===== src/design/vcsp_pkg.sv =====
// Package: vertex record types and float product types for the color scaler.
package vcsp_pkg;

	localparam int unsigned WordW = 32;
	localparam int unsigned MantW = 24;
	localparam int unsigned ProdW = 2 * MantW;

	typedef struct packed {
		logic [WordW-1:0] pos_x;
		logic [WordW-1:0] pos_y;
		logic [WordW-1:0] pos_z;
		logic [WordW-1:0] color_in;
		logic [WordW-1:0] tex_u;
		logic [WordW-1:0] tex_v;
		logic [WordW-1:0] brightness;
		logic [WordW-1:0] multiplier;
	} vtx_in_t;

	typedef struct packed {
		logic [WordW-1:0] out_pos_x;
		logic [WordW-1:0] out_pos_y;
		logic [WordW-1:0] out_pos_z;
		logic [WordW-1:0] color_out;
		logic [WordW-1:0] out_tex_u;
		logic [WordW-1:0] out_tex_v;
		logic [WordW-1:0] out_light;
	} vtx_out_t;

	// Product class after the multiply stage.
	typedef enum logic [1:0] {
		PC_ZERO = 2'd0,
		PC_NUM  = 2'd1,
		PC_SAT  = 2'd2,
		PC_NAN  = 2'd3
	} pclass_t;

	typedef struct packed {
		pclass_t          pc;
		logic             sign;
		logic [9:0]       exp;   // unbiased exponent of mantissa bit 23, signed
		logic [ProdW-1:0] prod;
	} chan_mul_t;

endpackage


===== src/design/vcsp_if.sv =====
// Interfaces: valid/ready channels for input and result vertices.
interface vcsp_in_if;
	logic                valid;
	logic                ready;
	vcsp_pkg::vtx_in_t   data;
	modport source (output valid, output data, input ready);
	modport sink   (input valid, input data, output ready);
endinterface

interface vcsp_out_if;
	logic                valid;
	logic                ready;
	vcsp_pkg::vtx_out_t  data;
	modport source (output valid, output data, input ready);
	modport sink   (input valid, input data, output ready);
endinterface


===== src/design/vertex_color_scale_pack.sv =====
// Top level: three-stage pipeline that scales the color bytes of a vertex.
// One vertex enters per cycle while the output is not stalled, and its result
// passes through the stages in order (stage 1 multiplies byte by mantissa,
// stage 2 rounds and converts, stage 3 packs the color word); throughput is
// one vertex per cycle, set by the fully pipelined multiply and convert per
// color channel, and a stall at the output holds all stages without loss.
module vertex_color_scale_pack (
	input  logic        clk,
	input  logic        arst_n,
	vcsp_in_if.sink     in_ch,
	vcsp_out_if.source  out_ch
);
	import vcsp_pkg::*;

	logic      v_s1, v_s2, v_s3;
	vtx_in_t   d_s1, d_s2;
	chan_mul_t mul_c[3];
	chan_mul_t mul_s1[3];
	logic [WordW-1:0] cvt_c[3];
	logic [WordW-1:0] w_s2[3];
	vtx_out_t  o_s3;
	logic      adv;

	assign adv = !v_s3 || out_ch.ready;
	assign in_ch.ready = adv;

	for (genvar k = 0; k < 3; k++) begin : g_ch
		vcsp_chan_mul u_mul (
			.ch  (in_ch.data.color_in[8*k +: 8]),
			.m   (in_ch.data.multiplier),
			.res (mul_c[k])
		);
		vcsp_chan_cvt u_cvt (
			.mr   (mul_s1[k]),
			.word (cvt_c[k])
		);
	end

	always_ff @(posedge clk or negedge arst_n) begin
		if (!arst_n) begin
			v_s1 <= 1'b0;
			v_s2 <= 1'b0;
			v_s3 <= 1'b0;
		end else if (adv) begin
			v_s1 <= in_ch.valid;
			v_s2 <= v_s1;
			v_s3 <= v_s2;
		end
	end

	always_ff @(posedge clk) begin
		if (adv) begin
			d_s1   <= in_ch.data;
			mul_s1 <= mul_c;
			d_s2   <= d_s1;
			w_s2   <= cvt_c;
			o_s3.out_pos_x <= d_s2.pos_x;
			o_s3.out_pos_y <= d_s2.pos_y;
			o_s3.out_pos_z <= d_s2.pos_z;
			o_s3.color_out <= (d_s2.color_in & 32'hFF00_0000) | (w_s2[2] << 16)
				| (w_s2[1] << 8) | w_s2[0];
			o_s3.out_tex_u <= d_s2.tex_u;
			o_s3.out_tex_v <= d_s2.tex_v;
			o_s3.out_light <= d_s2.brightness;
		end
	end

	assign out_ch.valid = v_s3;
	assign out_ch.data  = o_s3;

	a_hold: assert property (@(posedge clk) disable iff (!arst_n)
		v_s3 && !out_ch.ready |=> v_s3 && $stable(o_s3))
		else $error("result changed under stall");
	a_ready: assert property (@(posedge clk) disable iff (!arst_n)
		!v_s3 |-> in_ch.ready)
		else $error("empty output blocked input");
	a_flow: assert property (@(posedge clk) disable iff (!arst_n)
		in_ch.valid && in_ch.ready |=> v_s1)
		else $error("accepted beat lost at stage 1");
endmodule


===== src/design/vcsp_chan_mul.sv =====
// Channel multiply: byte times float mantissa, exponent and class.
module vcsp_chan_mul (
	input  logic [7:0]                ch,
	input  logic [vcsp_pkg::WordW-1:0] m,
	output vcsp_pkg::chan_mul_t       res
);
	import vcsp_pkg::*;

	logic [7:0]       me;
	logic [22:0]      mf;
	logic [MantW-1:0] mm;
	logic [9:0]       e;

	always_comb begin
		me = m[30:23];
		mf = m[22:0];
		mm = (me == 8'd0) ? {1'b0, mf} : {1'b1, mf};
		// value = ch * mm * 2^(e-23); e is exponent of mantissa bit 23
		e = (me == 8'd0) ? 10'(-126) : 10'({2'b00, me} - 10'd127);
		res.sign = m[31];
		res.prod = {{(ProdW-MantW){1'b0}}, mm} * {{(ProdW-8){1'b0}}, ch};
		res.exp = e;
		if (me == 8'hFF && mf != 23'd0) begin
			res.pc = PC_NAN;
		end else if (me == 8'hFF) begin
			res.pc = (ch == 8'd0) ? PC_NAN : PC_SAT;
		end else if (ch == 8'd0 || mm == '0) begin
			res.pc = PC_ZERO;
		end else begin
			res.pc = PC_NUM;
		end
	end
endmodule


===== src/design/vcsp_chan_cvt.sv =====
// Channel convert: round product to single, truncate to saturated int32.
module vcsp_chan_cvt (
	input  vcsp_pkg::chan_mul_t        mr,
	output logic [vcsp_pkg::WordW-1:0] word
);
	import vcsp_pkg::*;

	logic [5:0]       lz;
	logic [ProdW-1:0] nrm;
	logic [24:0]      mant;
	logic             g, st, up;
	logic signed [11:0] pe;   // exponent of rounded msb
	logic [23:0]      rm;
	logic [31:0]      mag;
	logic signed [11:0] sh;

	always_comb begin
		lz = '0;
		for (int i = 0; i < ProdW; i++) begin
			if (mr.prod[i]) lz = 6'(ProdW - 1 - i);
		end
		nrm = mr.prod << lz;
		// product has msb at bit 47-lz; weight of bit 23 of mm is 2^exp
		pe = 12'(signed'(mr.exp)) + 12'sd24 - 12'(signed'({1'b0, lz}));
		// subnormal product results are below 1, truncate to zero anyway
		g  = nrm[ProdW-25];
		st = |nrm[ProdW-26:0];
		mant = {1'b0, nrm[ProdW-1:ProdW-24]};
		up = g & (st | mant[0]);
		mant = mant + 25'(up);
		if (mant[24]) begin
			rm = mant[24:1];
			pe = pe + 12'sd1;
		end else begin
			rm = mant[23:0];
		end
		mag = '0;
		sh = pe - 12'sd23;
		if (pe < 12'sd0) mag = '0;
		else if (sh >= 12'sd0) mag = {8'd0, rm} << sh[2:0];
		else mag = 32'({8'd0, rm} >> (-sh));
		word = '0;
		case (mr.pc)
			PC_NAN:  word = '0;
			PC_ZERO: word = '0;
			PC_SAT:  word = mr.sign ? 32'h8000_0000 : 32'h7FFF_FFFF;
			PC_NUM: begin
				if (pe >= 12'sd31) word = mr.sign ? 32'h8000_0000 : 32'h7FFF_FFFF;
				else word = mr.sign ? (~mag + 32'd1) : mag;
			end
			default: word = '0;
		endcase
	end
endmodule

===== src/flat_wrapper.sv =====
// flat-port wrapper written by rule: the top's interface ports become plain ports
module vertex_color_scale_pack_flat import vcsp_pkg::*;
  (clk, arst_n, in_ch_valid, in_ch_data, in_ch_ready, out_ch_valid, out_ch_data, out_ch_ready);
  vcsp_in_if in_ch_i ();
  vcsp_out_if out_ch_i ();
  input  logic clk;
  input  logic arst_n;
  input wire logic [$bits(in_ch_i.valid)-1:0] in_ch_valid;
  input wire logic [$bits(in_ch_i.data)-1:0] in_ch_data;
  output wire logic [$bits(in_ch_i.ready)-1:0] in_ch_ready;
  output wire logic [$bits(out_ch_i.valid)-1:0] out_ch_valid;
  output wire logic [$bits(out_ch_i.data)-1:0] out_ch_data;
  input wire logic [$bits(out_ch_i.ready)-1:0] out_ch_ready;
  assign in_ch_i.valid = in_ch_valid;
  assign in_ch_i.data = in_ch_data;
  assign in_ch_ready = in_ch_i.ready;
  assign out_ch_valid = out_ch_i.valid;
  assign out_ch_data = out_ch_i.data;
  assign out_ch_i.ready = out_ch_ready;
  vertex_color_scale_pack u_core (.clk(clk), .arst_n(arst_n), .in_ch(in_ch_i), .out_ch(out_ch_i));
endmodule

===== config.mk =====
export PLATFORM = sky130hd
export DESIGN_NAME = vertex_color_scale_pack_flat
export DESIGN_NICKNAME = d
export VERILOG_FILES = /design/src/design/vcsp_pkg.sv /design/src/design/vcsp_if.sv /design/src/design/vertex_color_scale_pack.sv /design/src/design/vcsp_chan_mul.sv /design/src/design/vcsp_chan_cvt.sv /design/src/flat_wrapper.sv
export SDC_FILE = /design/constraint.sdc
export NUM_CORES = 2
export LEC_CHECK = 0
export BUFFER_PORTS_ARGS = -buffer_cell sky130_fd_sc_hd__clkbuf_2
export CORE_ASPECT_RATIO = 1.75
export CORE_MARGIN = 4
export CORE_UTILIZATION = 55
export CTS_CLUSTER_DIAMETER = 30
export DETAILED_ROUTE_END_ITERATION = 10
export MAX_ROUTING_LAYER = met4
export PLACE_DENSITY = 0.82
export SLEW_MARGIN = 10
export SYNTH_ARGS = -nofsm -noshare
export SYNTH_HDL_FRONTEND = slang
export SYNTH_SLANG_ARGS = --single-unit

===== constraint.sdc =====
create_clock -name clk -period 85.2 [get_ports clk]
set_input_delay 17.04 -clock clk [delete_from_list [all_inputs] [get_ports clk]]
set_output_delay 17.04 -clock clk [all_outputs]
set_load 0.1 [all_outputs]

==> load_flow_metrics.sql <==
INSERT INTO impl_metrics (metric_group, metric, value, unit) VALUES
('die', 'placementRows', '168', ''),
('final_layout', 'layout.cells.most_common', 'sky130_fd_sc_hd__edfxtp_1', ''),
('cts', 'postCtsSetupBuffers', '0', ''),
('synth', 'synthCells', '6788', ''),
('critical_path', 'critical_path.startpoint_type', 'input pin', ''),
('synth', 'synthDominantCellAreaShare', '36.4', '%'),
('critical_path', 'r2r-end', 'u_core.w_s2[86]', ''),
('place', 'post-place-ws', '50.20', 'ns'),
('place', 'dp_hpwl', '165000', 'um'),
('route', 'via_count', '56300', ''),
('critical_path', 'timing.critical_path.required', '68.16', 'ns'),
('final_layout', 'final_cells', '8712', ''),
('global_route', 'number_of_antenna_violations_at_the_first_check_in_global_routing', '10', ''),
('synth', 'cell_area_after_synthesis', '66500', 'um2'),
('route', 'firstDrtPassIters', '8', ''),
('place', 'global_placer_s_final_weighted_congestion', '1.04', ''),
('global_route', 'grt.overflow.total', '0', ''),
('die', 'boundaryPins', '486', ''),
('final_layout', 'syn2layout_area_growth', '9.35', '%'),
('synth', 'ys_async_sr_fraction', '0.371', '%'),
('critical_path', 'worst_path_largest_cell_delay', '0.52', 'ns'),
('sta', 'timing.final.max_slew_violations', '0', ''),
('cts', 'cts.sink_count', '809', ''),
('final_layout', 'final_util', '60.6', '%'),
('critical_path', 'regToRegSetupSlack', '72.83', 'ns'),
('synth', 'synth_enable_flop_cells', '806', ''),
('sta', 'timing.setup.tns', '0', 'ns'),
('route', 'post_drt_wl_per_cell', '24.9', 'um'),
('cts', 'cts_repair_resize_count', '0', ''),
('cts', 'cts_root_buf', 'sky130_fd_sc_hd__clkbuf_16', ''),
('sta', 'timing_worst_slew_pin_value', '1.20', 'ns'),
('synth', 'mappedNetlistNets', '7643', ''),
('die', 'floorplan.initialDensity', '55.4', '%'),
('die', 'design.core.area', '120000', 'um2'),
('route', 'drcViolationCount', '0', ''),
('die', 'design.die.area', '127000', 'um2'),
('cts', 'clk-insertion-delay-late', '0.71', 'ns'),
('sta', 'finalCritPeriodShare', '41.0', '%'),
('synth', 'synth_area_per_cell', '9.80', 'um2'),
('critical_path', 'crit-reg2reg-launch', 'u_core.mul_s1[123]', ''),
('critical_path', 'worst_r2r_path_depth', '35', ''),
('worst_hold_path', 'timing.hold.worst_path_depth', '0', ''),
('cts', 'cts.htree.levels', '3', ''),
('worst_hold_path', 'min-delay-path-class', 'reg2reg', ''),
('cts', 'cts_buffers', '81', ''),
('worst_hold_path', 'hold_start', 'u_core.d_s1[192]', ''),
('sta', 'hold_viol', '0', ''),
('sta', 'final_period_minus_worst_setup_slack', '34.97', 'ns'),
('critical_path', 'endpoint_kind', 'output pin', ''),
('synth', 'seq_area_frac_synth', '36.5', '%'),
('global_route', 'first_global_vias', '55700', ''),
('route', 'route.met3.wl', '15600', 'um'),
('cts', 'cts.reportedPaths.clkPinSlew', '0.07', 'ns'),
('global_route', 'global_route.usage.total', '34.2', '%'),
('critical_path', 'critical_path.top_delay_family', 'buffers and inverters', ''),
('synth', 'netlist-cell-type-count', '130', ''),
('route', 'antenna_violating_nets_post_route', '0', ''),
('critical_path', 'crit_path_top_delay_cell', 'sky130_fd_sc_hd__clkbuf_2', ''),
('sta', 'slew_headroom', '18.2', '%'),
('outcome', 'status', 'complete, no violations', ''),
('cts', 'tritoncts', 'yes', ''),
('place', 'place_inst', '8556', ''),
('sta', 'setup_viol', '0', ''),
('critical_path', 'timing.critical_path.fanout_max', '7', ''),
('critical_path', 'criticalPathCategory', 'in2out', ''),
('synth', 'yosys_warnings', '0', ''),
('sta', 'postLayoutSetupSlackWorst', '50.23', 'ns'),
('synth', 'postSynth.topFlopCell', 'sky130_fd_sc_hd__edfxtp_1', ''),
('synth', 'synth.area.top_cells', 'sky130_fd_sc_hd__edfxtp_1, sky130_fd_sc_hd__fa_1, sky130_fd_sc_hd__nand2_1, sky130_fd_sc_hd__ha_1, sky130_fd_sc_hd__and2_1', ''),
('route', 'top_layer_used', 'met4', ''),
('route', 'vias_per_cell', '6.46', '');
## worst max-delay path by stage
stage,slack [ns],from,cells after the start,to
after floorplan,31.19,out_ch_ready,1,in_ch_ready
after global placement,50.20,out_ch_ready,3,in_ch_ready
after detailed placement,50.20,out_ch_ready,3,in_ch_ready
after CTS,50.20,out_ch_ready,3,in_ch_ready
after global routing,50.21,out_ch_ready,3,in_ch_ready
final,50.23,out_ch_ready,3,in_ch_ready
## through the flow
| step | hold WS [ns] | instance area, um2 |
|---|---|---|
| floorplan | 0.400 | 66500 |
| global placement | 0.400 | 69900 |
| detailed placement | 0.405 | 69900 |
| CTS | 0.402 | 72700 |
| global route | 0.406 | 72700 |
| finish | 0.403 | 72700 |
## worst reg2reg max path: cells and delay by family, from the launching register on
family	cells	cell delay, ns
simple gates	15	5.47
xor+xnor	1	0.11
flops	1	0.75
buf+inv	6	1.84
compound gates	10	3.09
fa+ha+maj	3	0.81
## Yosys cell counts (46+ instances only)
library cell,number
sky130_fd_sc_hd__a211oi_1,103
sky130_fd_sc_hd__a21o_1,46
sky130_fd_sc_hd__clkbuf_1,289
sky130_fd_sc_hd__xor2_1,63
sky130_fd_sc_hd__mux2_2,57
sky130_fd_sc_hd__or2_2,46
sky130_fd_sc_hd__nor2_1,417
sky130_fd_sc_hd__edfxtp_1,806
sky130_fd_sc_hd__inv_1,476
sky130_fd_sc_hd__ha_1,196
sky130_fd_sc_hd__nor4_1,83
sky130_fd_sc_hd__nor3_1,175
sky130_fd_sc_hd__o211ai_1,79
sky130_fd_sc_hd__and2_1,314
sky130_fd_sc_hd__nand2_1,722
sky130_fd_sc_hd__fa_1,399
sky130_fd_sc_hd__xnor2_1,168
sky130_fd_sc_hd__a21oi_1,392
sky130_fd_sc_hd__or3_1,61
sky130_fd_sc_hd__and3_1,53
sky130_fd_sc_hd__buf_2,72
sky130_fd_sc_hd__o21ai_0,281
sky130_fd_sc_hd__nand3_1,209
sky130_fd_sc_hd__mux2i_1,186
sky130_fd_sc_hd__nand4_1,62
sky130_fd_sc_hd__a31oi_1,68
## registers in the layout (all words and copies together) (netlist names)
signal               flops
u_core.d_s2            200
u_core.mul_s1          110
u_core.d_s1            200
u_core.w_s2             72
u_core.v_s2              1
u_core.out_ch.data     224
u_core.v_s1              1
u_core.out_ch.valid      1
## kinds of logic (layout without fill, tap and decap cells)
kind of cell,after synthesis,count (layout),synth area share (%)
AO/OA/AOI/OAI,1608,1608,16.6
flip-flops,809,809,36.5
multiplexers,264,264,4.43
other,0,9,0
XOR/XNOR,240,240,3.32
AND/OR/NAND/NOR,2362,2362,18.0
buffers and inverters,909,1209,5.47
adder cells (fa/ha/maj),596,596,15.7
## area by class of cell
class	instances	area [um2]
Fill cell	9802	47300
Multi-Input combinational cell	5070	38700
Sequential cell	809	24300
Timing Repair Buffer	569	3080
Clock buffer	85	2040
Tap cell	1615	2020
Inverter	493	1850
Clock inverter	62	768
Antenna cell	9	22.5
## metal layers
metal,track usage (%),vias up
met1,35.7,27200
met3,5.46,914
li1,-,25200
met5,-,-
met2,59.6,3011
met4,22.9,0
Power is not shown: default switching activity piles up to over one toggle a cycle in this logic, so the estimate is an artifact.
